[config.mk]
export PLATFORM = sky130hd
export DESIGN_NAME = mpc_query
export DESIGN_NICKNAME = d
export VERILOG_FILES = /design/src/mpc_pkg.sv /design/src/mpc_query.sv
export SDC_FILE = /design/constraint.sdc
export NUM_CORES = 1
export LEC_CHECK = 0
export BUFFER_PORTS_ARGS = -buffer_cell sky130_fd_sc_hd__buf_2
export CAP_MARGIN = 25
export CORE_ASPECT_RATIO = 0.8
export CORE_MARGIN = 3
export CORE_UTILIZATION = 45
export CTS_CLUSTER_SIZE = 40
export DETAILED_ROUTE_END_ITERATION = 8
export GPL_ROUTABILITY_DRIVEN = 1
export HOLD_SLACK_MARGIN = 0.06
export PLACE_DENSITY = 0.64
export SETUP_SLACK_MARGIN = 0.1
export SLEW_MARGIN = 10
export SYNTH_ARGS = -nofsm -noshare
export SYNTH_HDL_FRONTEND = slang
export SYNTH_SLANG_ARGS = --single-unit
[constraint.sdc]
create_clock -name clk -period 2.6 [get_ports clk]
set_input_delay 0.52 -clock clk [delete_from_list [all_inputs] [get_ports clk]]
set_output_delay 0.52 -clock clk [all_outputs]
set_load 0.1 [all_outputs]
[src/mpc_pkg.sv]
// Package: sizes, command codes, register indexes and shared types of the max-plus convolver.
`default_nettype none
package mpc_pkg;

	localparam int MAX_A  = 256;
	localparam int MAX_B  = 256;
	localparam int A_AW   = $clog2(MAX_A);
	localparam int B_AW   = $clog2(MAX_B);
	localparam int LEN_W  = 9;
	localparam int IDX_W  = 9;
	localparam int VAL_W  = 62;
	localparam int RES_W  = 63;

	localparam logic signed [RES_W-1:0] FLOOR_VAL = -(63'sd1 <<< 60);

	typedef enum logic [1:0] {
		CMD_LOAD_A = 2'd0,
		CMD_LOAD_B = 2'd1,
		CMD_QUERY  = 2'd2,
		CMD_NONE   = 2'd3
	} cmd_t;

	localparam logic REG_LEN_A = 1'b0;
	localparam logic REG_LEN_B = 1'b1;

	typedef struct packed {
		logic             start;
		logic [IDX_W-1:0] idx;
		logic [LEN_W-1:0] la;
		logic [LEN_W-1:0] lb;
	} query_req_t;

endpackage
`default_nettype wire

[src/mpc_query.sv]
// Query sequencer: scans the valid pairs of both stores and holds the maximum in a result register.
`default_nettype none
module mpc_query (
	input  wire logic                            clk,
	input  wire logic                            arst_n,
	input  wire mpc_pkg::query_req_t             req,
	output logic                                 busy,
	output logic      [mpc_pkg::A_AW-1:0]        a_raddr,
	output logic      [mpc_pkg::B_AW-1:0]        b_raddr,
	input  wire logic [mpc_pkg::VAL_W-1:0]       a_rdata,
	input  wire logic [mpc_pkg::VAL_W-1:0]       b_rdata,
	output logic                                 res_valid,
	input  wire logic                            res_stall,
	output logic signed [mpc_pkg::RES_W-1:0]     result_value,
	output logic                                 out_of_range
);

	typedef enum logic [1:0] {
		S_IDLE,
		S_SCAN,
		S_DRAIN,
		S_DONE
	} state_t;

	state_t                            state_q;
	logic [mpc_pkg::IDX_W-1:0]         j_q;
	logic [mpc_pkg::IDX_W-1:0]         jhi_q;
	logic [mpc_pkg::IDX_W-1:0]         idx_q;
	logic signed [mpc_pkg::RES_W-1:0]  best_q;
	logic                              oor_q;
	logic                              rd_v_s1;
	logic                              sum_v_s2;
	logic signed [mpc_pkg::RES_W-1:0]  sum_s2;

	logic [mpc_pkg::IDX_W:0]           idx_p1;
	logic [mpc_pkg::IDX_W:0]           idx_p2;
	logic [mpc_pkg::IDX_W:0]           len_sum;
	logic                              in_range;
	logic [mpc_pkg::IDX_W-1:0]         jlo;
	logic [mpc_pkg::IDX_W-1:0]         jhi;
	logic [mpc_pkg::IDX_W-1:0]         la_m1;
	logic [mpc_pkg::IDX_W-1:0]         b_off;
	logic                              out_free;

	always_comb begin
		idx_p1   = {1'b0, req.idx} + 10'd1;
		idx_p2   = {1'b0, req.idx} + 10'd2;
		len_sum  = {1'b0, req.la} + {1'b0, req.lb};
		in_range = (req.la != '0) && (req.lb != '0) && (idx_p2 <= len_sum);
		jlo      = (idx_p1 > {1'b0, req.lb}) ? 9'(idx_p1 - {1'b0, req.lb}) : '0;
		la_m1    = req.la - 9'd1;
		jhi      = (req.idx < la_m1) ? req.idx : la_m1;
		b_off    = idx_q - j_q;
		a_raddr  = mpc_pkg::A_AW'(j_q);
		b_raddr  = mpc_pkg::B_AW'(b_off);
		out_free = !res_valid || !res_stall;
		busy     = (state_q != S_IDLE);
	end

	always_ff @(posedge clk) begin
		sum_s2 <= $signed({a_rdata[mpc_pkg::VAL_W-1], a_rdata})
			+ $signed({b_rdata[mpc_pkg::VAL_W-1], b_rdata});
	end

	always_ff @(posedge clk or negedge arst_n) begin
		if (!arst_n) begin
			state_q      <= S_IDLE;
			rd_v_s1      <= 1'b0;
			sum_v_s2     <= 1'b0;
			res_valid    <= 1'b0;
			j_q          <= '0;
			jhi_q        <= '0;
			idx_q        <= '0;
			best_q       <= mpc_pkg::FLOOR_VAL;
			oor_q        <= 1'b1;
			result_value <= mpc_pkg::FLOOR_VAL;
			out_of_range <= 1'b1;
		end else begin
			rd_v_s1  <= 1'b0;
			sum_v_s2 <= rd_v_s1;
			if (sum_v_s2 && (sum_s2 > best_q)) begin
				best_q <= sum_s2;
			end
			if (res_valid && !res_stall) begin
				res_valid <= 1'b0;
			end
			case (state_q)
				S_IDLE: begin
					if (req.start) begin
						idx_q  <= req.idx;
						j_q    <= jlo;
						jhi_q  <= jhi;
						best_q <= mpc_pkg::FLOOR_VAL;
						oor_q  <= !in_range;
						state_q <= in_range ? S_SCAN : S_DONE;
					end
				end
				S_SCAN: begin
					rd_v_s1 <= 1'b1;
					if (j_q == jhi_q) begin
						state_q <= S_DRAIN;
					end else begin
						j_q <= j_q + 9'd1;
					end
				end
				S_DRAIN: begin
					if (!rd_v_s1 && !sum_v_s2) begin
						state_q <= S_DONE;
					end
				end
				S_DONE: begin
					if (out_free) begin
						res_valid    <= 1'b1;
						result_value <= best_q;
						out_of_range <= oor_q;
						state_q      <= S_IDLE;
					end
				end
				default: state_q <= S_IDLE;
			endcase
		end
	end

endmodule
`default_nettype wire
**After elaboration in Yosys (flattened, before gate mapping)**

Index checks and enable logic that the tools add are counted.

- $add $sub $neg: 8
- Order comparisons: 4
- Reduce and logical (&&, ||, !) cells: 20
- Muxes and demuxes: 18
- Equality and inequality tests: 9

Operators by type and width:

| kind | count |
|---|---|
| 63-bit 2-to-1 mux | 3 |
| 62-bit by 62-bit adder with 63-bit output | 1 |
| 63-bit > comparator | 1 |
| 9-bit 2-to-1 mux | 4 |
| 9-bit one-hot mux with 2 select lines | 1 |
| 9-bit nonzero test | 2 |
| 9-bit by 1-bit adder with 10-bit output, second input constant | 1 |
| 9-bit by 2-bit adder with 10-bit output, second input constant | 1 |
| 9-bit by 9-bit adder with 10-bit output | 1 |
| 10-bit by 9-bit > comparator with 1-bit output | 1 |
| 10-bit <= comparator | 1 |
| 2-bit 2-to-1 mux | 5 |
| 2-bit != test, second input constant | 5 |
| 9-bit by 1-bit adder with 9-bit output, second input constant | 1 |
| 9-bit equality test | 1 |
| 9-bit < comparator | 1 |
| 9-bit by 1-bit subtractor with 9-bit output, second input constant | 1 |
| 9-bit subtractor | 1 |
| 2-bit one-hot mux with 4 select lines | 1 |
| 8-bit subtractor | 1 |
| 1-bit logical AND | 5 |
| 1-bit logical NOT | 5 |
| 2-bit equality test, second input constant | 2 |
| 1-bit 2-to-1 mux | 4 |
| 7 further kinds | 9 |

- Bits of input ports: 155
- Output and inout bits: 82
- Logic and storage cells: 71
- Register bits: 222

**Depth between registers and ports, before layout**

- Depth after elaboration: 6
- Depth in mapped cells: 17
- Mapped depth without buffers: 17

**Worst setup path after synthesis**

Ideal clock, no wire load.

- Path type: reg-to-output
- Start point: reg j_q[2] in the netlist's numbering
- End point: out b_raddr[7] in the netlist's numbering
- Required time: 2.080 ns
- Path slack: -1.009 ns
- Arrival time: 3.089 ns
- Stages on the path, launching flop included: 11
- Path buffers: 1
- Path through: dfrtp_1 -> clkbuf_1 -> inv_1 -> ha_1 -> o21ai_0 -> nand2b_1 -> a21o_1 -> a21o_1 -> a21o_1 -> a21oi_1 -> xnor2_1

- Longest elaborated chain between the ends: 1

Ends and longest elaborated chain:

| what | line | text |
|---|---|---|
| start, declared | mpc_query.sv:26 | `logic [mpc_pkg::IDX_W-1:0] j_q;` |
| start signal, assigned | mpc_query.sv:91 | `j_q <= jlo;` |
| start signal, assigned | mpc_query.sv:103 | `j_q <= j_q + 9'd1;` |
| 8-bit subtractor | mpc_query.sv:53 | `b_off = idx_q - j_q;` |
| end, declared | mpc_query.sv:9 | `output logic [mpc_pkg::B_AW-1:0] b_raddr,` |

Every way passes these cells.

**Worst setup path after layout**

- Start point: reg j_q[1] in the netlist's numbering
- End point: out b_raddr[7] in the netlist's numbering

Same word-level chain as after synthesis.

==> results by group <==
Global routing
  – Pin count of the biggest net entering global routing: 58
  – Grt ovf: 0
  – Initial antenna violation count: 0
  – Global-route wire length before repair: between 70 and 80 mm
  – Vias in the first global route: 14524
  – Gr usage total: 0.254

Drt
  – First-pass iteration count of the detailed router: 5
  – Drt drc: 0
  – Routed Antenna Nets: 0
  – Routed vias: 14634
  – Iter 0 DRT Violations: 867
  – Final WL: 48.0 mm
  – Avg WL per Cell: 17.7 um
  – Vias/cell: 5.40

Placement
  – Placed cell areas: 20500 um2
  – Buffers on Ports: 236
  – Placement Setup Slack: -0.837 ns
  – Final RePlAce weighted congestion: 0.892
  – Hpwl dp: 36.3 mm

Clock network
  – Skew-Pair Late Insertion Delay: 0.53 ns
  – Num CTS Buffers: 25
  – Clock root cell: clkbuf_16
  – Clk buf depth: 3
  – Sink Count: 222
  – H-tree Lvls: 1
  – CTS tree: yes
  – Clock transition at path regs: 0.06 ns

Critical path
  – CP cell instances: inv_2 -> ha_4 -> nor2b_1 -> o21ai_1 -> nand2b_1 -> a21o_1 -> a21o_1 -> a21o_1 -> a21oi_4 -> xnor2_4 -> buf_12
  – Slowest-stage cell, CP: dfrtp_2
  – Worst r2r dst: best_q[52]$_DFF_PN0_
  – Req. time, crit path: 2.08 ns
  – Cell mode on critical path: a21o_1
  – Crit-path max cell delay: about 0.4 ns
  – Worst r2r src: best_q[61]$_DFF_PN1_
  – Startpoint types: flop
  – FF-to-FF setup slack: -0.50 ns
  – Setup CP Type: reg -> out
  – Critical path buffer and inverter count: 2
  – Worst reg-to-reg path cell count: 13
  – Family with the most delay on the worst path: compound AO/OA/AOI/OAI gates
  – Crit path capture type: output port
  – WP data arrival: 2.64 ns
  – Crit Path Max Fanout: 2

STA
  – RSZ-0062 raised after global routing: true
  – Relative slew slack: 0.567
  – Setup ws final: -0.556 ns
  – Setup violations, final: 71
  – Final Hold Viols: 0
  – Worst Tran Pin Value: 0.650 ns
  – Fin crit share: 1.21
  – Slew Viols, Final: 0
  – Clock Skew: 0.0214 ns
  – Min Tclk post-route: 3.16 ns
  – Fmax: 317 MHz
  – Hold WS: 0.227 ns

Run
  – Max_cap viols: 0

Synthesis
  – Synth top area share: 0.250
  – Synth unique cells: 75
  – Yosys reg bits: approximately 220
  – Post-Syn Area: between 15000 and 20000 um2
  – Synthesized area per cell: about 9.2 um2
  – Leading area contributor after synthesis: dfrtp_1
  – Fraction of registers with async set/reset: 0.716
  – Number of synthesized flops with an enable pin: 0
  – Mapped Nets: 1977
  – Cell count after synthesis: 1641
  – Most used DFF post-synth: dfrtp_1
  – Sequential share of the synthesized area: 0.347
  – Synth area leaders: dfrtp_1 (25%), ha_1 (15%), dfxtp_1 (8.3%)
  – Synth warnings: 0

Cells and area
  – Design Area, Final: 23000 um2
  – Final Util: 0.701
  – Final layout net count: 2600
  – Most common cell after layout, fill and taps aside: buf_4
  – Commonest non-fill, non-tap cells in the layout: buf_4 (404), buf_2 (209), dfrtp_1 (149)
  – Synthesis-to-layout area growth: 52.2%
  – ANT cells: 0
  – Fraction of final layout cells sized beyond drive strength 1: 0.469

Power and ir drop
  – Lkg Pwr: 10.9 nW
  – Combinational Power Share: 0.656
  – Sw Share: 0.504
  – Total Power: 26.7 mW
  – Psw: 13.5 mW
  – Max VDD drop: 1.97 mV
  – Reg power frac: 0.211
  – Cell Pwr Density: 1160 nW/um2
  – Cell-internal power: 13.3 mW
  – Clock power frac: 0.133

Die
  – IO Pins: about 240
  – Die W: 211 um
  – Std-Cell Rows: 59
  – Starting Density: 0.460
  – Die Y: 170 um
  – Core area: ~33000 um2
  – Die footprint: approximately 36000 um2

Worst hold path
  – HP Class: in -> reg
  – Hold depth: 2
  – Hold path start: b_rdata[0]
  – WHS Endpoint: sum_s2[0]$_DFF_P_

Run status
  – Violations in the final reports: negative setup slack
  – Status: complete, but fails checks
-- repair_timing --
item,4_1_cts,5_1_grt
hold buffers,1,0
gates resized for setup,131,117
endpoints found under the setup margin,94,111
gates cloned,6,1
endpoints found under the hold margin,53,0
setup buffers,23,23
pin swaps,45,71
-- power groups by stage --
stage               registers (mW)  logic, mW  clock network [mW]
finish                        5.65       17.5                3.54
global placement              5.63       15.6                   0
CTS                           5.63       17.1                3.60
global route                  5.78       18.5                3.73
floorplan                     8.97       7.89                   0
detailed placement            5.68       15.9                   0
-- metrics by stage --
stage               std cells  TNS (ns)
floorplan                1641    -15.32
global placement         2614    -51.09
detailed placement       2614    -55.36
CTS                      2689    -29.44
global route             2710    -41.05
finish                   2710    -30.39
-- state kept, by name, summed over array words and instances, names as in the netlist --
signal / cells
oor_q: 1
jhi_q: 9
sum_s2: 63
best_q: 63
state_q: 2
result_value: 63
idx_q: 8
sum_v_s2: 1
rd_v_s1: 1
j_q: 9
out_of_range: 1
res_valid: 1
-- how the worst max path moves through the flow --
| stage | startpoint | endpoint | cells past startpoint |
|---|---|---|---|
| 6_report | j_q[1]$_DFFE_PN0P_ | b_raddr[7] | 11 |
| 4_1_cts | j_q[1]$_DFFE_PN0P_ | b_raddr[7] | 11 |
| 3_5_place_dp | a_rdata[0] | sum_s2[44]$_DFF_P_ | 14 |
| 2_1_floorplan | req[0] | state_q[1]$_DFFE_PN0P_ | 17 |
| 5_1_grt | j_q[1]$_DFFE_PN0P_ | b_raddr[7] | 11 |
| 3_3_place_gp | a_rdata[0] | sum_s2[44]$_DFF_P_ | 14 |
-- kinds of logic (layout without fill, tap and decap cells) --
kind of cell / count (synthesis) / count (layout) / share of synthesized area
muxes: 84 / 84 / 0.0624
adders and majority gates: 181 / 181 / 0.152
buffers and inverters: 214 / 856 / 0.0579
and+or+nand+nor: 406 / 406 / 0.131
xor gates and xnor gates: 100 / 100 / 0.0579
AOI/OAI and AO/OA: 434 / 434 / 0.192
DFF: 222 / 222 / 0.347
-- cells in the mapped netlist (3+ instances only) --
master and number:
mux2i_1 11, o21bai_1 15, o22ai_1 5, nand2b_1 12, nand4_1 37, xor2_1 43
dfstp_2 8, fa_1 4, xnor2_1 57, nor2b_1 22, nor4_1 11, o41a_1 3
a211oi_1 6, nor3_1 30, o31a_1 3, mux2_2 72, o31ai_1 66, or3_1 8
and3_1 8, nor2_1 62, a21boi_0 5, o21a_1 12, clkbuf_1 50, a21o_1 62
buf_2 12, o21ai_0 77, dfrtp_1 151, or4_1 3, dfxtp_1 63, nand2_1 111
inv_1 135, buf_4 13, o211ai_1 15, a31oi_1 10, nor3b_1 3, a221o_1 4
a21oi_1 116, nand3_1 85, and2_1 5, a221oi_1 5, ha_1 177
-- worst register-to-register path, cell delays in order (launching register included) --
cell     delay (ns)
dfstp_2        0.54
inv_2          0.05
ha_4           0.26
nand4_1        0.14
or4_4          0.58
nor3_4         0.15
nand2_2        0.08
a21oi_2        0.14
and4b_2        0.27
mux2i_4        0.28
buf_12         0.20
buf_12         0.16
nand3_2        0.08
o31ai_2        0.10
-- layer usage --
layer / GRT usage / part of all wire / routed length, um / vias up
met2: 0.422 / 0.47 / 22700 / 370
met1: 0.367 / 0.47 / 22500 / 7048
li1: - / - / - / 7164
met3: 0.0236 / 0.045 / 2140 / 52
met5: 0 / 0 / 0 / -
met4: 0.0454 / 0.015 / 736 / 0
-- layout make-up --
type / count / area (um2)
timing repair buffer: 675 / 5050
sequential: 222 / 5250
inverter: 135 / 527
clock buffer: 35 / 703
tap: 427 / 534
clock inverter: 11 / 123
multi-input combinational: 1205 / 10800
fill: 2497 / 9830
No activity file was read; power rests on OpenSTA's default activity.
